### src/rtl/fbft_pkg.sv
`default_nettype none

package fbft_pkg;

  // Action codes carried on the command port
  typedef enum logic [1:0] {
    ACT_ADD  = 2'd0,
    ACT_PULL = 2'd1,
    ACT_NEW  = 2'd2,
    ACT_NOP  = 2'd3
  } action_e;

  // Error codes reported with each add result
  typedef enum logic [2:0] {
    ERR_OK    = 3'd0,
    ERR_DUP   = 3'd1,
    ERR_COUNT = 3'd2,
    ERR_SIZE  = 3'd3,
    ERR_RANGE = 3'd4
  } err_e;

  // A pull releases at most this many indices per transaction
  localparam logic [6:0] RESULT_LIMIT = 7'd64;
  // Fragment counters saturate here
  localparam logic [6:0] CNT_MAX = 7'd127;

  // Block status shown with every result
  typedef struct packed {
    logic              count_known;
    logic              all_available;
    logic              can_recover;
    logic              all_forwarded;
    logic signed [7:0] missing;
    logic [6:0]        forwarded;
  } status_t;

  function automatic status_t fbft_status(input logic       known,
                                          input logic [6:0] total,
                                          input logic [6:0] prim,
                                          input logic [6:0] sec,
                                          input logic [6:0] fwd);
    status_t    st;
    logic [7:0] have;
    have             = {1'b0, prim} + {1'b0, sec};
    st.count_known   = known;
    st.all_available = known && (prim == total);
    st.can_recover   = known && (have >= {1'b0, total});
    st.all_forwarded = known && (fwd == total);
    st.missing       = known ? signed'({1'b0, total} - have) : 8'sd0;
    st.forwarded     = fwd;
    return st;
  endfunction

endpackage

`default_nettype wire

### src/rtl/fbft_map.sv
`default_nettype none

// Fragment availability map: synchronous memory with one read and one write
// port and a registered read, plus per-entry valid bits so reset and new block
// clear it without a pass over the memory.
module fbft_map #(
  parameter int unsigned DEPTH = 64,
  localparam int unsigned AW   = (DEPTH > 1) ? $clog2(DEPTH) : 1
) (
  input  wire logic          clk_i,
  input  wire logic          rst_ni,
  input  wire logic          clear_i,
  input  wire logic          rd_en_i,
  input  wire logic [AW-1:0] rd_addr_i,
  input  wire logic          wr_en_i,
  input  wire logic [AW-1:0] wr_addr_i,
  output logic               hit_o
);

  logic             mem_q [DEPTH];
  logic [DEPTH-1:0] valid_q;
  logic             rd_mem_q;
  logic             rd_vld_q;

  // Storage array, no reset
  always_ff @(posedge clk_i) begin
    if (wr_en_i) begin
      mem_q[wr_addr_i] <= 1'b1;
    end
    if (rd_en_i) begin
      rd_mem_q <= mem_q[rd_addr_i];
    end
  end

  // Valid bits and their registered read
  always_ff @(posedge clk_i or negedge rst_ni) begin
    if (!rst_ni) begin
      valid_q  <= '0;
      rd_vld_q <= 1'b0;
    end else begin
      if (clear_i) begin
        valid_q <= '0;
      end else if (wr_en_i) begin
        valid_q[wr_addr_i] <= 1'b1;
      end
      if (rd_en_i) begin
        rd_vld_q <= valid_q[rd_addr_i];
      end
    end
  end

  assign hit_o = rd_vld_q & rd_mem_q;

endmodule

`default_nettype wire

### src/rtl/fec_block_fragment_tracker.sv
`default_nettype none

// Receive bookkeeping for one FEC block.
// Commands enter on start/busy: a transaction is taken at a clock edge with
// start high and busy low. action_i selects add fragment, pull, new block or
// no-op. Results leave on the *_o result ports, each valid for exactly one
// cycle while done_o is high; the receiver cannot stall them.
// Per command:
//   new block / no-op: result in the cycle after accept, busy never rises.
//   add: one map read, then the result is registered; busy is high in S_ADD.
//   pull: two passes over the availability map, one map read per cycle.
//     The first pass counts releasable indices, the second replays them and
//     sends one result per released index. A pull with nothing to walk
//     answers in the next cycle.
// Every result of one command shows the status after the whole command.
// Reset (rst_ni low) and the new block command clear the map and all
// counters at once; no clearing pass is needed.
module fec_block_fragment_tracker #(
  parameter int unsigned MAX_FRAGMENTS = 64
) (
  input  wire logic        clk_i,
  input  wire logic        rst_ni,
  input  wire logic        start,
  output logic             busy,
  input  wire logic [1:0]  action_i,
  input  wire logic [5:0]  fragment_index_i,
  input  wire logic [6:0]  primary_count_i,
  input  wire logic [11:0] payload_len_i,
  input  wire logic        discard_missing_i,
  output logic             done_o,
  output logic [5:0]       out_index_o,
  output logic             index_valid_o,
  output logic             last_result_o,
  output logic [2:0]       error_code_o,
  output logic             count_known_o,
  output logic             all_available_o,
  output logic             can_recover_o,
  output logic             all_forwarded_o,
  output logic signed [7:0] missing_primary_o,
  output logic [6:0]       forwarded_count_o
);

  import fbft_pkg::*;

  localparam int unsigned AW    = (MAX_FRAGMENTS > 1) ? $clog2(MAX_FRAGMENTS) : 1;
  localparam logic [8:0]  MAX_W = 9'(MAX_FRAGMENTS);

  typedef enum logic [1:0] {
    S_IDLE,
    S_ADD,
    S_COUNT,
    S_EMIT
  } state_e;

  state_e state_q, state_d;

  // Latched command
  logic [5:0]  idx_q, idx_d;
  logic [6:0]  pcount_q, pcount_d;
  logic [11:0] plen_q, plen_d;
  logic        skip_q, skip_d;

  // Block state
  logic        known_q, known_d;
  logic [6:0]  total_q, total_d;
  logic [6:0]  prim_q, prim_d;
  logic [6:0]  sec_q, sec_d;
  logic [6:0]  fwd_q, fwd_d;
  logic [11:0] ssize_q, ssize_d;
  logic        sknown_q, sknown_d;

  // Walk control
  logic [6:0]  walk_q, walk_d;
  logic [6:0]  cnt_q, cnt_d;
  logic [6:0]  num_q, num_d;

  // Result registers
  logic        done_q, done_d;
  logic [5:0]  oidx_q, oidx_d;
  logic        ovld_q, ovld_d;
  logic        olast_q, olast_d;
  err_e        err_q, err_d;
  status_t     stat_q, stat_d;

  // Map port
  logic          map_clear;
  logic          map_rd_en;
  logic [AW-1:0] map_rd_addr;
  logic          map_wr_en;
  logic [AW-1:0] map_wr_addr;
  logic          map_hit;

  fbft_map #(
    .DEPTH(MAX_FRAGMENTS)
  ) u_map (
    .clk_i     (clk_i),
    .rst_ni    (rst_ni),
    .clear_i   (map_clear),
    .rd_en_i   (map_rd_en),
    .rd_addr_i (map_rd_addr),
    .wr_en_i   (map_wr_en),
    .wr_addr_i (map_wr_addr),
    .hit_o     (map_hit)
  );

  // Walk bounds: index below the primary-available count and the map size
  logic [6:0] walk_inc;
  logic       fwd_in_range;
  logic       inc_in_range;
  logic [6:0] cnt_nx;
  logic       range_bad;
  logic       is_primary;

  assign walk_inc     = walk_q + 7'd1;
  assign fwd_in_range = ({2'b0, fwd_q} < MAX_W) && (fwd_q < prim_q);
  assign inc_in_range = ({2'b0, walk_inc} < MAX_W) && (walk_inc < prim_q);
  assign cnt_nx       = cnt_q + {6'b0, map_hit};
  assign range_bad    = ({3'b0, idx_q} >= MAX_W) || (pcount_q == 7'd0) ||
                        ({2'b0, pcount_q} > MAX_W);
  assign is_primary   = {1'b0, idx_q} < pcount_q;

  // Next-state logic
  always_comb begin
    state_d     = state_q;
    idx_d       = idx_q;
    pcount_d    = pcount_q;
    plen_d      = plen_q;
    skip_d      = skip_q;
    known_d     = known_q;
    total_d     = total_q;
    prim_d      = prim_q;
    sec_d       = sec_q;
    fwd_d       = fwd_q;
    ssize_d     = ssize_q;
    sknown_d    = sknown_q;
    walk_d      = walk_q;
    cnt_d       = cnt_q;
    num_d       = num_q;
    done_d      = 1'b0;
    oidx_d      = 6'd0;
    ovld_d      = 1'b0;
    olast_d     = 1'b0;
    err_d       = ERR_OK;
    map_clear   = 1'b0;
    map_rd_en   = 1'b0;
    map_rd_addr = '0;
    map_wr_en   = 1'b0;
    map_wr_addr = AW'(idx_q);

    case (state_q)
      S_IDLE: begin
        if (start) begin
          case (action_e'(action_i))
            ACT_ADD: begin
              idx_d       = fragment_index_i;
              pcount_d    = primary_count_i;
              plen_d      = payload_len_i;
              map_rd_en   = 1'b1;
              map_rd_addr = AW'(fragment_index_i);
              state_d     = S_ADD;
            end
            ACT_PULL: begin
              skip_d = discard_missing_i;
              walk_d = fwd_q;
              cnt_d  = 7'd0;
              if (fwd_in_range) begin
                map_rd_en   = 1'b1;
                map_rd_addr = AW'(fwd_q);
                state_d     = S_COUNT;
              end else begin
                done_d  = 1'b1;
                olast_d = 1'b1;
              end
            end
            ACT_NEW: begin
              known_d   = 1'b0;
              total_d   = 7'd0;
              prim_d    = 7'd0;
              sec_d     = 7'd0;
              fwd_d     = 7'd0;
              ssize_d   = 12'd0;
              sknown_d  = 1'b0;
              map_clear = 1'b1;
              done_d    = 1'b1;
              olast_d   = 1'b1;
            end
            default: begin
              done_d  = 1'b1;
              olast_d = 1'b1;
            end
          endcase
        end
      end

      // Map bit for the fragment is back: check in order, then update
      S_ADD: begin
        done_d  = 1'b1;
        olast_d = 1'b1;
        state_d = S_IDLE;
        if (range_bad) begin
          err_d = ERR_RANGE;
        end else if (map_hit) begin
          err_d = ERR_DUP;
        end else if (known_q && (pcount_q != total_q)) begin
          err_d = ERR_COUNT;
        end else if (!is_primary && sknown_q && (plen_q != ssize_q)) begin
          err_d = ERR_SIZE;
        end else begin
          map_wr_en = 1'b1;
          if (!known_q) begin
            known_d = 1'b1;
            total_d = pcount_q;
          end
          if (is_primary) begin
            if (prim_q < CNT_MAX) begin
              prim_d = prim_q + 7'd1;
            end
          end else begin
            if (sec_q < CNT_MAX) begin
              sec_d = sec_q + 7'd1;
            end
            if (!sknown_q) begin
              sknown_d = 1'b1;
              ssize_d  = plen_q;
            end
          end
        end
      end

      // First pass: count what the pull releases
      S_COUNT: begin
        if ((!map_hit && !skip_q) || (cnt_nx == RESULT_LIMIT) || !inc_in_range) begin
          if (cnt_nx == 7'd0) begin
            done_d  = 1'b1;
            olast_d = 1'b1;
            state_d = S_IDLE;
          end else begin
            fwd_d       = fwd_q + cnt_nx;
            num_d       = cnt_nx;
            cnt_d       = 7'd0;
            walk_d      = fwd_q;
            map_rd_en   = 1'b1;
            map_rd_addr = AW'(fwd_q);
            state_d     = S_EMIT;
          end
        end else begin
          cnt_d       = cnt_nx;
          walk_d      = walk_inc;
          map_rd_en   = 1'b1;
          map_rd_addr = AW'(walk_inc);
        end
      end

      // Second pass: replay the walk, one result per available index
      S_EMIT: begin
        if (map_hit) begin
          done_d  = 1'b1;
          ovld_d  = 1'b1;
          oidx_d  = walk_q[5:0];
          olast_d = (cnt_nx == num_q);
          cnt_d   = cnt_nx;
        end
        if (map_hit && (cnt_nx == num_q)) begin
          state_d = S_IDLE;
        end else begin
          walk_d      = walk_inc;
          map_rd_en   = 1'b1;
          map_rd_addr = AW'(walk_inc);
        end
      end

      default: begin
        state_d = S_IDLE;
      end
    endcase

    stat_d = done_d ? fbft_status(known_d, total_d, prim_d, sec_d, fwd_d) : stat_q;
  end

  // State and result registers
  always_ff @(posedge clk_i or negedge rst_ni) begin
    if (!rst_ni) begin
      state_q  <= S_IDLE;
      idx_q    <= 6'd0;
      pcount_q <= 7'd0;
      plen_q   <= 12'd0;
      skip_q   <= 1'b0;
      known_q  <= 1'b0;
      total_q  <= 7'd0;
      prim_q   <= 7'd0;
      sec_q    <= 7'd0;
      fwd_q    <= 7'd0;
      ssize_q  <= 12'd0;
      sknown_q <= 1'b0;
      walk_q   <= 7'd0;
      cnt_q    <= 7'd0;
      num_q    <= 7'd0;
      done_q   <= 1'b0;
      oidx_q   <= 6'd0;
      ovld_q   <= 1'b0;
      olast_q  <= 1'b0;
      err_q    <= ERR_OK;
      stat_q   <= '0;
    end else begin
      state_q  <= state_d;
      idx_q    <= idx_d;
      pcount_q <= pcount_d;
      plen_q   <= plen_d;
      skip_q   <= skip_d;
      known_q  <= known_d;
      total_q  <= total_d;
      prim_q   <= prim_d;
      sec_q    <= sec_d;
      fwd_q    <= fwd_d;
      ssize_q  <= ssize_d;
      sknown_q <= sknown_d;
      walk_q   <= walk_d;
      cnt_q    <= cnt_d;
      num_q    <= num_d;
      done_q   <= done_d;
      oidx_q   <= oidx_d;
      ovld_q   <= ovld_d;
      olast_q  <= olast_d;
      err_q    <= err_d;
      stat_q   <= stat_d;
    end
  end

  assign busy              = (state_q != S_IDLE);
  assign done_o            = done_q;
  assign out_index_o       = oidx_q;
  assign index_valid_o     = ovld_q;
  assign last_result_o     = olast_q;
  assign error_code_o      = err_q;
  assign count_known_o     = stat_q.count_known;
  assign all_available_o   = stat_q.all_available;
  assign can_recover_o     = stat_q.can_recover;
  assign all_forwarded_o   = stat_q.all_forwarded;
  assign missing_primary_o = stat_q.missing;
  assign forwarded_count_o = stat_q.forwarded;

  // Released indices come only from a pull and never carry an error
  a_idx_no_err : assert property (@(posedge clk_i) disable iff (!rst_ni)
    index_valid_o |-> (done_o && (error_code_o == ERR_OK)))
    else $error("released index with error or without strobe");

  // Replay pass only runs with a nonzero count and stays below it
  a_emit_count : assert property (@(posedge clk_i) disable iff (!rst_ni)
    (state_q == S_EMIT) |-> ((num_q != 7'd0) && (cnt_q < num_q)))
    else $error("replay pass out of step with first pass");

  // New block answers at once with the count forgotten
  a_new_block : assert property (@(posedge clk_i) disable iff (!rst_ni)
    (start && !busy && (action_i == ACT_NEW)) |=>
      (done_o && last_result_o && !count_known_o && (forwarded_count_o == 7'd0)))
    else $error("new block did not clear status");

  // Forwarded-all and all-available status require a latched count
  a_fwd_known : assert property (@(posedge clk_i) disable iff (!rst_ni)
    (done_o && (all_forwarded_o || all_available_o)) |-> count_known_o)
    else $error("status flag set while count unknown");

endmodule

`default_nettype wire

### config.mk
export PLATFORM = sky130hd
export DESIGN_NAME = fec_block_fragment_tracker
export DESIGN_NICKNAME = d
export VERILOG_FILES = /design/src/rtl/fbft_pkg.sv /design/src/rtl/fbft_map.sv /design/src/rtl/fec_block_fragment_tracker.sv
export SDC_FILE = /design/constraint.sdc
export NUM_CORES = 1
export LEC_CHECK = 0
export BUFFER_PORTS_ARGS = -buffer_cell sky130_fd_sc_hd__buf_4
export CORE_ASPECT_RATIO = 0.7
export CORE_UTILIZATION = 50
export CTS_CLUSTER_DIAMETER = 200
export DETAILED_ROUTE_END_ITERATION = 6
export GPL_ROUTABILITY_DRIVEN = 0
export HOLD_SLACK_MARGIN = 0.03
export PLACE_DENSITY_LB_ADDON = 0.15
export SLEW_MARGIN = 20
export SYNTH_ARGS = -nofsm -noshare
export SYNTH_HDL_FRONTEND = slang
export SYNTH_SLANG_ARGS = --single-unit
export TNS_END_PERCENT = 100
### constraint.sdc
create_clock -name clk_i -period 5.9 [get_ports clk_i]
set_input_delay 0.295 -clock clk_i [delete_from_list [all_inputs] [get_ports clk_i]]
set_output_delay 0.295 -clock clk_i [all_outputs]
set_load 0.03 [all_outputs]
# Yosys cells after proc, flatten, opt, wreduce, memory -nomap -nowiden
# Index checks and enable logic that the tools add are counted.
totals:
  register_bits: 188
  elab_cells: 232
op_classes:
  add_sub_neg: 7
  magnitude_cmp: 12
  eq_ne: 27
  mux: 120
  bitwise: 3
  reduce_logical: 34
ops:
  columns: ["op", "n"]
  rows:
  - ["$mux 7", 37]
  - ["$mux 64", 2]
  - ["$mux 12", 8]
  - ["$or 64x64->64", 1]
  - ["$pmux 7 s2", 4]
  - ["$mux 6", 7]
  - ["$pmux 7 s3", 2]
  - ["$mux 1", 35]
  - ["$lt 7x7->1 const B", 4]
  - ["$pmux 12 s2", 1]
  - ["$ne 2x2->1 const B", 11]
  - ["$add 7x1->7 const B", 3]
  - ["$eq 7x7->1", 3]
  - ["$pmux 6 s3", 1]
  - ["$mux 2", 8]
  - ["$reduce_and 5->1", 3]
  - ["$logic_not 7->1", 2]
  - ["$lt 6x7->1 const B", 2]
  - ["$lt 7x7->1", 2]
  - ["$ne 12x12->1", 1]
  - ["$pmux 6 s2", 1]
  - ["$logic_and 1x1->1", 11]
  - ["$reduce_and 3->1", 3]
  - ["$reduce_and 9->1", 1]
  - ["32 further kinds", 50]

# Logic depth before layout (Yosys ltp)
# Gate-level depths: netlist (run 1).
depth:
  ltp_word: 12
  mapped_depth: 22

# Modules after synthesis
# From an unflattened synthesis (run 1), not the netlist that was laid out.
unflattened:
  hier_cells: 1120
  hier_area_um2: 10410.0
modules_own_cells:
  columns: ["module", "instances", "cells_each", "area_per_inst_um2", "seq_area_each_um2"]
  rows:
  - ["fec_block_fragment_tracker", 1, 818, 7339.5, 3052.9]
  - ["fbft_map", 1, 302, 3070.4, 1626.6]

# Least setup slack after synthesis (run 1)
# No wires, ideal clock.
synth_timing:
  path_type: "register to register"
  startpoint: "register pcount_q[0]"
  endpoint: "register stat_q (netlist bit missing_primary_o[7])"
  setup_time_ns: 0.123
  arrival_time_ns: 4.736
  path_slack_ns: 1.041
  stages_incl_launch_ff: 19
  path_buffers: 1
  synth_period_minus_slack_ns: 4.859
  cell_sequence: "dfrtp_1 -> or4_1 -> o31a_1 -> or4_4 -> or2_1 -> clkbuf_2 -> nor3_1 -> a211oi_1 -> ha_1 -> fa_1 -> maj3_1 -> a21oi_1 -> xor2_1 -> ha_1 -> a21o_1 -> a21o_1 -> a21oi_1 -> xnor2_1 -> o21ai_1"
synth_via:
  elab_chain_len: 12
  elab_cells_between_ends: 35
  cone_classes: "add/sub: 2; order compare: 2; eq/ne: 1; mux: 24; reduce/logical: 6"
synth_rtl:
  columns: ["item", "line", "text"]
  rows:
  - ["start: declaration", "fec_block_fragment_tracker.sv:59", "logic [6:0] pcount_q, pcount_d;"]
  - ["start signal: assignment", "fec_block_fragment_tracker.sv:307", "pcount_q <= pcount_d;"]
  - ["$lt 6x7->1", "fec_block_fragment_tracker.sv:120", "assign is_primary = {1'b0, idx_q} < pcount_q;"]
  - ["$logic_not 1->1", "fec_block_fragment_tracker.sv:206", "end else if (!is_primary && sknown_q && (plen_q != ssize_q)) begin"]
  - ["$logic_and 1x1->1 (2 in a row)", "fec_block_fragment_tracker.sv:206", null]
  - ["$mux 7", "fec_block_fragment_tracker.sv:206", null]
  - ["$mux 7", "fec_block_fragment_tracker.sv:204", "end else if (known_q && (pcount_q != total_q)) begin"]
  - ["$mux 7", "fec_block_fragment_tracker.sv:202", "end else if (map_hit) begin"]
  - ["$mux 7 *", "fec_block_fragment_tracker.sv:200", "if (range_bad) begin"]
  - ["$pmux 7 s2 *", "fec_block_fragment_tracker.sv:150", "case (state_q)"]
  - ["via prim_d[0]", "fec_block_fragment_tracker.sv:66", "logic [6:0] prim_q, prim_d;"]
  - ["$add 7x7->8 *", "fbft_pkg.sv:44", "have = {1'b0, prim} + {1'b0, sec};"]
  - ["$sub 7x8->8 *", "fbft_pkg.sv:49", "st.missing = known ? signed'({1'b0, total} - have) : 8'sd0;"]
  - ["$mux 8 *", "fbft_pkg.sv:49", null]
  - ["end signal: assignment", "fec_block_fragment_tracker.sv:325", "stat_q <= stat_d;"]
  - ["end: declaration", "fec_block_fragment_tracker.sv:83", "status_t stat_q, stat_d;"]
# The timed path passes the listed nets; every way through them passes the cells marked *.
# A chain may end at the register's enable or synchronous reset.

# Worst setup path after layout (run 1)
# Ends and elaborated chain as after synthesis.

==> key figures, run 1 <==
Synth
  • Syn Inst Count: 1109
  • Top cell type by total area after synthesis: dfrtp_1
  • Synth Cell Area: 10300 sq um
  • Unique masters post-synth: 79
  • Commonest register cell after synthesis: dfrtp_1
  • Avg Inst Size Synth: 9.28 sq um
  • Synth Warn #: 0
  • Synth Register Bits: 187
  • Post-Syn Nets: 1184
  • Top cells by area, synth: dfrtp_1 (45%), nand2_1 (6.0%), a21oi_1 (5.1%)
  • Asr flop ratio synth: 1.00
  • Post-synthesis sequential area ratio: 0.455
  • Share of the synthesized area in the top cell type: 0.455
  • EDFF count, synth: 0

Status
  • Status: finished, final reports clean

CTS
  • Skew-Pair Late Insertion Delay: 450 ps
  • Total CTS buffers: 17
  • CTS Buffer Depth: 2
  • Clock sink count: 187
  • Reg clk slew, reported paths: 80 ps
  • Clk root buf: clkbuf_16
  • Post_cts resized: 0
  • H-Tree Depth: 4
  • CTS tree: done

Cells and area
  • Nets: 1240
  • Most common library cell in the layout ignoring fill and taps: dfrtp_1
  • Fillers: 1807
  • N_diodes: 0
  • Share of cells above drive strength 1: 0.121
  • Area grow syn2layout: 13.8%
  • Layout Cells excl Fill: 1448
  • Commonest non-fill, non-tap cells in the layout: dfrtp_1 (187), nand2_1 (164), nor2_1 (117)

Critical path
  • Slowest CP cell: or4_1
  • Max incr delay on CP: 560 ps
  • Critical path required time: 6220 ps
  • CP Cell Sequence: or4_1 > o31a_1 > or4_4 > a211oi_4 > nor2_1 > a211oi_1 > ha_1 > fa_1 > inv_1 > ha_1 > a21o_1 > a21o_1 > a21o_1 > a21o_1 > a21o_1 > a21oi_1 > xnor2_1 > o21ai_1
  • Worst endpoint data arrival time: 5590 ps
  • Setup crit end kind: register
  • Startpoint Class: register
  • Kind of critical path: register to register
  • Register-to-Register Setup Slack: 640 ps
  • Worst-path fanout max: 8
  • Critical path's most frequent cell: a21o_1

Die
  • Num rows: 43
  • CORE AREA: 20000 sq um
  • Initial core utilization: 0.515
  • Die area: 21200 sq um
  • Die height: 122 microns
  • I/O pins: 63
  • Die width: 173 microns

Timing
  • Setup_tns: 0 ps
  • Worst hold slack: 45.0 ps
  • Slew Limit Fails: 0
  • Final Hold Fails: 0
  • Clock Skew: 14.5 ps
  • RSZ-0062 raised after global routing: no
  • Final setup violation count: 0
  • Least-Margin Pin Slew: 1090 ps
  • Part of the cycle the worst path needs: 0.892
  • Slew headroom: 0.265
  • Period minus WS final: 5260 ps
  • Max Clock Freq: 190 MHz

Power and ir drop
  • Design Power: 5740 uW
  • Worst vdd ir: 0.000364 V
  • Power per cell area: 491 nW/um^2
  • Leakage: 0.00566 uW

Place
  • Placed insts: 1411
  • IO Port Bufs: 62
  • Hpwl dp: 19700 microns

Hold path
  • Hold Crit Class: input port to register

Drt
  • Routed Antenna Nets: 0
  • Initial DRC Count: 807
  • DRT Pass-1 Iters: 5
  • Drt drc: 0
  • Avg WL per Cell: 19.4 microns
  • Via density per instance: 5.89
  • Drt total wl: 28100 microns
  • Via count: 8525

Global route
  • GRT Total Usage: 0.279
  • Number of global-route vias before repair: 8114
  • Gr ovfl total: 0
  • Antenna violations before repair: 0
  • Largest net degree at the start of global routing: 80
  • First-pass GRT wire length: 45100 microns

Flow run
  • Max-cap check violation count: 0
[report_power, final]
part	leakage (uW)	switching (uW)	internal [uW]
clock network	0.000294	535	633
logic	0.00284	1590	1030
registers	0.00253	363	1590
total	0.00566	2490	3260
[state kept, by name (all words and copies together) (netlist names), 2 cells and up]
signal / cells
sec_q: 7
state_q: 2
cnt_q: 7
forwarded_count_o: 7
total_q: 7
u_map.valid_q: 64
out_index_o: 6
fwd_q: 7
plen_q: 12
walk_q: 7
idx_q: 6
pcount_q: 7
missing_primary_o: 8
error_code_o: 3
prim_q: 7
num_q: 7
ssize_q: 12
[cells in the mapped netlist (all sizes together), types with 3 or more instances]
| cell type | count |
|---|---|
| dfrtp | 187 |
| nand2 | 164 |
| nor2 | 118 |
| a21oi | 105 |
| o21ai | 47 |
| xnor2 | 42 |
| ha | 41 |
| clkbuf | 35 |
| inv | 31 |
| nand3 | 24 |
| a22o | 22 |
| xor2 | 22 |
| a21o | 21 |
| mux2i | 20 |
| nor3 | 18 |
| and2 | 16 |
| a211oi | 13 |
| and3 | 13 |
| nand2b | 13 |
| buf | 12 |
| nand4 | 12 |
| a311oi | 8 |
| mux2 | 8 |
| o31ai | 8 |
| or3 | 8 |
| a21boi | 6 |
| a32oi | 6 |
| a211o | 5 |
| nor3b | 5 |
| nor4 | 5 |
| or2 | 5 |
| and4 | 4 |
| o31a | 4 |
| a221oi | 3 |
| a22oi | 3 |
| a31oi | 3 |
| fa | 3 |
| nor2b | 3 |
| nor4b | 3 |
| o211a | 3 |
| o211ai | 3 |
[layer usage]
layer  track usage  vias to the layer above  wire [microns]
met5             0                        -               0
met4        0.0819                        0             388
met3        0.0574                       33            2000
met2         0.397                      284           11700
met1         0.424                     4163           14000
li1              -                     4045               -
[final timing paths]
| path | startpoint | end | cells past startpoint |
|---|---|---|---|
| hold reg to reg | forwarded_count_o[0] | forwarded_count_o[0] | 2 |
| hold / removal | payload_len_i[9] | plen_q[9] | 3 |
| setup / recovery | pcount_q[0] | missing_primary_o[7] | 18 |
| max in group asynchronous | rst_ni | prim_q[3] | 3 |
| setup reg to reg | pcount_q[0] | missing_primary_o[7] | 18 |
| min in group asynchronous | rst_ni | plen_q[5] | 2 |
[stage by stage]
step	utilization	worst slack [ps]	cell area [sq um]
floorplan	-	1040	10300
global placement	0.555	751	11100
detailed placement	0.555	712	11100
CTS	0.587	661	11700
global route	0.587	261	11700
finish	0.587	636	11700
[cell type report]
type / instances / area, sq um / share of cell area
Clock buffer: 17 / 425 / 0.0363
Tap cell: 270 / 338 / 0.0289
Sequential cell: 187 / 4680 / 0.400
Multi-Input combinational cell: 843 / 5340 / 0.456
Inverter: 32 / 120 / 0.0103
Timing Repair Buffer: 84 / 649 / 0.0555
Clock inverter: 15 / 161 / 0.0138
[logic make-up (layout without fill, tap and decap cells)]
family / Yosys count / in the layout / share of synthesized area
buffers and inverters: 79 / 148 / 0.0294
DFF: 187 / 187 / 0.455
xor gates and xnor gates: 65 / 65 / 0.0567
AOI/OAI and AO/OA: 286 / 286 / 0.187
muxes: 28 / 28 / 0.0282
adders and majority gates: 46 / 46 / 0.0577
and+or+nand+nor: 418 / 418 / 0.186
[critical path: cells and delay by family (launching register included)]
family,cells,cell delay (ps)
AO/OA/AOI/OAI,10,2320
XOR/XNOR,1,140
adder cells (fa/ha/maj),3,970
buffers and inverters,1,110
flip-flops,1,440
AND/OR/NAND/NOR,3,1160
[what timing repair did]
action / CTS / global route
hold buffers: 5 / 0
buffers inserted: 0 / 0
hold endpoints to repair: 63 / 0
No activity file was read; power rests on OpenSTA's default activity.
==> run 2: changes to the inputs <==
==> constraint.sdc (replaced) <==
create_clock -name clk_i -period 5.9 [get_ports clk_i]
set_input_delay 1.18 -clock clk_i [delete_from_list [all_inputs] [get_ports clk_i]]
set_output_delay 1.18 -clock clk_i [all_outputs]
set_load 0.03 [all_outputs]
==> key figures, run 2 (synthesis gave the netlist of run 1 again) <==
Drt
  • Drt total wl: 28200 microns (+0.35%)
  • Initial DRC Count: 890 (+10%)
  • Routed Antenna Nets: 0 (unchanged)
  • Drt drc: 0 (unchanged)
  • Avg WL per Cell: 19.5 microns (+0.56%)
  • Via count: 8586 (+0.72%)
  • DRT Pass-1 Iters: 5 (unchanged)
  • Via density per instance: 5.94 (+0.92%)

CTS
  • CTS Buffer Depth: 2 (unchanged)
  • Clk root buf: clkbuf_16
  • Reg clk slew, reported paths: 70 ps (about the same)
  • Post_cts resized: 0 (unchanged)
  • Cts hold-fix bufs: 0 (-5)
  • CTS tree: done
  • Skew-Pair Late Insertion Delay: 440 ps (about the same)
  • Setup repair bufs after CTS: 0 (unchanged)
  • Clock sink count: 187 (unchanged)
  • H-Tree Depth: 4 (unchanged)
  • Total CTS buffers: 17 (unchanged)

Cells and area
  • Fillers: 1788 (-1.1%)
  • Most common library cell in the layout ignoring fill and taps: dfrtp_1
  • Largest reg by FF count: u_map.valid_q
  • N_diodes: 0 (unchanged)
  • Commonest non-fill, non-tap cells in the layout: dfrtp_1 (187), nand2_1 (164), nor2_1 (117)
  • Nets: 1237 (-0.24%)
  • Area of the multi-input gates: 5340 sq um (unchanged)
  • Max reg flops: 64 (unchanged)
  • Layout Cells excl Fill: 1445 (-0.21%)
  • Share of cells above drive strength 1: 0.123 (+0.00201)
  • Area grow syn2layout: 13.9% (about the same)
  • Largest regs: u_map.valid_q: 64 flops, plen_q: 12 flops, ssize_q: 12 flops
  • Seq. cell area: 4680 sq um (unchanged)

Power and ir drop
  • P_sw: 2510 uW (+0.97%)
  • Cell Int Power: 3330 uW (+2.1%)
  • Worst vdd ir: 0.000357 V (-1.9%)
  • Sw frac: 0.430 (-0.00269)
  • Flop pwr share: 0.332 (-0.008)
  • Clock share of power: 0.211 (+0.008)
  • Share of total power in combinational logic: 0.456 (about the same)
  • Leakage: 0.00567 uW (about the same)
  • Power per cell area: 498 nW/um^2 (+1.6%)

Critical path
  • CP Cell Sequence: or4_1 > o31a_1 > or4_4 > or2_1 > nor3_1 > a211oi_1 > ha_1 > fa_1 > maj3_1 > a21oi_1 > xor2_1 > ha_1 > a21o_1 > a21o_1 > a21oi_1 > xnor2_1 > o21ai_1
  • Worst endpoint data arrival time: 5590 ps (about the same)
  • Slowest CP cell: or4_1
  • Kind of critical path: register to register
  • R2r worst-path depth: 17 (-1)
  • Setup crit end kind: register
  • Critical path required time: 6230 ps (about the same)
  • Startpoint Class: register
  • Worst-path fanout max: 8 (unchanged)
  • Max incr delay on CP: 560 ps (about the same)

Place
  • IO Port Bufs: 62 (unchanged)
  • Placed insts: 1413 (+0.14%)
  • Hpwl dp: 19900 microns (+0.88%)

Global route
  • Largest net degree at the start of global routing: 93 (+16%)
  • GRT Total Usage: 0.281 (+0.00141)
  • First-pass GRT wire length: 45700 microns (+1.4%)
  • Antenna violations before repair: 0 (unchanged)
  • Number of global-route vias before repair: 8229 (+1.4%)
  • Gr ovfl total: 0 (unchanged)

Timing
  • Period minus WS final: 5260 ps (-7.01 ps)
  • Slew Limit Fails: 0 (unchanged)
  • Least-Margin Pin Slew: 1060 ps (-32.4 ps)
  • Clock Skew: 10.5 ps (-3.98 ps)
  • Setup_tns: 0 ps (unchanged)
  • Part of the cycle the worst path needs: 0.891 (-0.00119)
  • RSZ-0062 raised after global routing: no
  • Final setup violation count: 0 (unchanged)
  • Final Hold Fails: 0 (unchanged)
  • Max Clock Freq: 190 MHz (+0.13%)
  • Slew headroom: 0.287 (+0.0218)

Die
  • CORE AREA: 20000 sq um (unchanged)
  • Die width: 173 microns (unchanged)
  • Die height: 122 microns (unchanged)
  • Initial core utilization: 0.515 (unchanged)
  • Die area: 21200 sq um (unchanged)
  • Num rows: 43 (unchanged)
  • I/O pins: 63 (unchanged)

Hold path
  • WHS Path Cells: 2 (-1)
  • Hold Crit Class: register to register

Status
  • Status: finished, final reports clean

Flow run
  • Max-cap check violation count: 0 (unchanged)
-- run 2: final timing paths --
check	startpoint	end	slack [ps]
setup / recovery	pcount_q[0]	missing_primary_o[7]	640
hold / removal	forwarded_count_o[0]	forwarded_count_o[0]	480
setup reg to reg	pcount_q[0]	missing_primary_o[7]	640
hold reg to reg	forwarded_count_o[0]	forwarded_count_o[0]	480
max in group asynchronous	rst_ni	forwarded_count_o[3]	3970
min in group asynchronous	rst_ni	plen_q[5]	800
-- run 2: power by group through the flow --
stage / clock [uW] / combinational (uW) / sequential, uW
floorplan: 0 / 1840 / 1900
global placement: 0 / 2580 / 1950
detailed placement: 0 / 2620 / 1950
CTS: 1250 / 2640 / 1930
global route: 1300 / 2940 / 1980
finish: 1230 / 2660 / 1940
-- run 2: through the flow --
step	power [uW]	setup slack [ps]	hold slack (ps)	instance area (sq um)	utilization
floorplan	3740	1040	454	10300	-
global placement	4530	789	461	11100	0.555
detailed placement	4570	689	464	11100	0.555
CTS	5820	646	490	11700	0.587
global route	6230	265	514	11700	0.587
finish	5840	643	482	11700	0.587
-- run 2: cell type report --
class / instances / share of cell area
multi-input combinational: 843 / 0.455
sequential: 187 / 0.399
timing repair buffer: 81 / 0.0524
clock buffer: 17 / 0.0363
tap: 270 / 0.0288
clock inverter: 15 / 0.0172
inverter: 32 / 0.0103
-- run 2: routing by layer --
layer | routed length (microns) | up-vias | track usage
met5 | 0 | - | 0
met4 | 537 | 0 | 0.0973
met3 | 2190 | 48 | 0.0596
met2 | 11600 | 344 | 0.396
met1 | 13900 | 4162 | 0.423
li1 | - | 4032 | -
-- run 2: critical path, delay by kind of cell (launching register included) --
family	cells	cell delay (ps)
adders and majority gates	4	1330
DFF	1	440
and+or+nand+nor	4	1700
xor gates and xnor gates	2	350
AOI/OAI and AO/OA	7	1310
==> run 3: changes to the inputs <==
--- a/config.mk
+++ b/config.mk
@@ -6,8 +6,10 @@
 export NUM_CORES = 1
 export LEC_CHECK = 0
 export BUFFER_PORTS_ARGS = -buffer_cell sky130_fd_sc_hd__buf_4
+export CELL_PAD_IN_SITES_DETAIL_PLACEMENT = 1
+export CELL_PAD_IN_SITES_GLOBAL_PLACEMENT = 1
 export CORE_ASPECT_RATIO = 0.7
-export CORE_UTILIZATION = 50
+export CORE_UTILIZATION = 48
 export CTS_CLUSTER_DIAMETER = 200
 export DETAILED_ROUTE_END_ITERATION = 6
 export GPL_ROUTABILITY_DRIVEN = 0
==> constraint.sdc (replaced) <==
create_clock -name clk_i -period 5.9 [get_ports clk_i]
set_input_delay 1.18 -clock clk_i [delete_from_list [all_inputs] [get_ports clk_i]]
set_output_delay 1.18 -clock clk_i [all_outputs]
set_load 0.005 [all_outputs]
==> key figures, run 3 (synthesis gave the netlist of run 1 again) <==
Timing
  • Max Clock Freq: 186 MHz (-2.0%)
  • Period minus WS final: 5370 ps (+110 ps)
  • Setup_tns: 0 ps (unchanged)
  • Slew headroom: 0.242 (-0.0449)
  • RSZ-0062 raised after global routing: no
  • Least-Margin Pin Slew: 1130 ps (+71.3 ps)
  • Part of the cycle the worst path needs: 0.910 (+0.0186)
  • Final Hold Fails: 0 (unchanged)
  • Final setup violation count: 0 (unchanged)
  • Clock Skew: 9.81 ps (-0.732 ps)
  • Slew Limit Fails: 0 (unchanged)

Place
  • IO Port Bufs: 62 (unchanged)
  • Instance area after placement: 11100 sq um (about the same)
  • Hpwl dp: 22300 microns (+12%)
  • Placed insts: 1420 (+0.50%)

Global route
  • Antenna violations before repair: 0 (unchanged)
  • Gr ovfl total: 0 (unchanged)
  • GRT Total Usage: 0.299 (+0.0180)
  • Largest net degree at the start of global routing: 90 (-3.2%)
  • First-pass GRT wire length: 50800 microns (+11%)
  • Number of global-route vias before repair: 8956 (+8.8%)

Drt
  • Drt drc: 0 (unchanged)
  • Routed Antenna Nets: 0 (unchanged)
  • Avg WL per Cell: 21.6 microns (+11%)
  • Drt total wl: 31400 microns (+11%)
  • DRT Pass-1 Iters: 5 (unchanged)
  • Via density per instance: 6.03 (+1.5%)
  • Initial DRC Count: 753 (-15%)
  • Via count: 8756 (+2.0%)

Critical path
  • Kind of critical path: register to register
  • Worst-path fanout max: 8 (unchanged)
  • Startpoint Class: register
  • R2R Path Start: pcount_q[0]
  • Worst Setup SP: pcount_q[0]
  • Setup crit end kind: register
  • Worst endpoint data arrival time: 5690 ps (+100 ps)
  • Critical path required time: 6230 ps (about the same)

Power and ir drop
  • Worst vdd ir: 0.000454 V (+27%)
  • Leakage: 0.00561 uW (-1.0%)
  • Share of total power in combinational logic: 0.458 (+0.002)
  • Sw frac: 0.434 (+0.00360)
  • Flop pwr share: 0.349 (+0.017)
  • Clock share of power: 0.193 (-0.018)
  • P_sw: 2440 uW (-3.0%)
  • Power per cell area: 483 nW/um^2 (-3.1%)
  • Cell Int Power: 3180 uW (-4.4%)

Hold path
  • Hold wc startpoint: forwarded_count_o[6]
  • Hold Crit Class: register to register

CTS
  • Reg clk slew, reported paths: 70 ps (about the same)
  • Cts hold-fix bufs: 0 (unchanged)
  • Total CTS buffers: 17 (unchanged)
  • H-Tree Depth: 4 (unchanged)
  • Clock sink count: 187 (unchanged)
  • Setup repair bufs after CTS: 0 (unchanged)
  • Clk root buf: clkbuf_16
  • CTS Buffer Depth: 2 (unchanged)
  • CTS tree: done
  • Post_cts resized: 0 (unchanged)
  • Skew-Pair Late Insertion Delay: 450 ps (about the same)

Flow run
  • Max-cap check violation count: 0 (unchanged)

Cells and area
  • Largest regs: u_map.valid_q: 64 flops, plen_q: 12 flops, ssize_q: 12 flops
  • N_diodes: 0 (unchanged)
  • Layout Cells excl Fill: 1452 (+0.48%)
  • Share of cells above drive strength 1: 0.121 (-0.00180)
  • Nets: 1238 (+0.081%)
  • Largest reg by FF count: u_map.valid_q
  • Max reg flops: 64 (unchanged)
  • Final Instance Area: 11600 sq um (-0.73%)
  • Commonest non-fill, non-tap cells in the layout: dfrtp_1 (187), nand2_1 (164), nor2_1 (117)
  • Most common library cell in the layout ignoring fill and taps: dfrtp_1
  • Seq. cell area: 4680 sq um (unchanged)
  • Area grow syn2layout: 13.1%
  • Area of the multi-input gates: 5330 sq um (-0.16%)
  • Fillers: 2404 (+34%)

Die
  • Die width: 177 microns (+2.0%)
  • CORE AREA: 20900 sq um (+4.5%)
  • Num rows: 44 (+2.3%)
  • Die area: 22000 sq um (+4.1%)
  • Initial core utilization: 0.493 (-0.0223)
  • I/O pins: 63 (unchanged)
  • Die height: 124 microns (+2.0%)

Status
  • Status: finished, final reports clean
[run 3: changes by cell type in the layout (fill, tap and decap cells not counted), sizes merged]
cell and delta:
inv -4, bufinv -3, clkbuf +2, clkinvlp +5
buf +1
[run 3: cell type report]
type	instances	area share
clock buffer	19	0.0381
tap	276	0.0297
multi-input combinational	843	0.458
clock inverter	13	0.00796
inverter	32	0.0103
timing repair buffer	82	0.0535
sequential	187	0.402
[run 3: through the flow]
stage	util	hold WS (ps)	setup WS, ps	power, uW
3_3_place_gp	0.532	453	816	4410
3_5_place_dp	0.532	466	640	4500
5_1_grt	0.557	521	162	6000
4_1_cts	0.557	492	559	5620
2_1_floorplan	-	454	1040	3650
6_report	0.557	489	533	5610
[run 3: metal layers]
layer	wire length, microns	vias to the layer above	track usage
met4	493	0	0.0781
met3	1580	36	0.0534
met5	0	-	0
met2	14000	231	0.446
li1	-	4027	-
met1	15300	4462	0.443
[run 3: worst paths after layout]
path / cells after the start / slack [ps] / endpoint
worst max-delay path: 17 / 530 / missing_primary_o[7]
min in group asynchronous: 1 / 760 / plen_q[6]
worst max register to register: 17 / 530 / missing_primary_o[7]
worst min register to register: 2 / 490 / forwarded_count_o[6]
max in group asynchronous: 2 / 3940 / u_map.valid_q[46]
worst min-delay path: 2 / 490 / forwarded_count_o[6]
[run 3: worst max-delay path, stage by stage, from the launching register on]
cell      delay, ps
dfrtp_1         430
or4_1           560
o31a_1          270
or4_4           520
or2_1           370
nor3_1          310
a211oi_1        210
ha_1            260
fa_1            420
maj3_1          400
a21oi_1         240
xor2_1          190
ha_1            290
a21o_1          200
a21o_1          180
a21oi_1         180
xnor2_1         140
o21ai_1          70
[run 3: power groups by stage]
stage / Combinational, uW / Clock, uW / Sequential [uW]
2_1_floorplan: 1830 / 0 / 1820
3_3_place_gp: 2460 / 0 / 1950
3_5_place_dp: 2540 / 0 / 1970
4_1_cts: 2570 / 1110 / 1950
5_1_grt: 2850 / 1160 / 1990
6_report: 2570 / 1080 / 1960
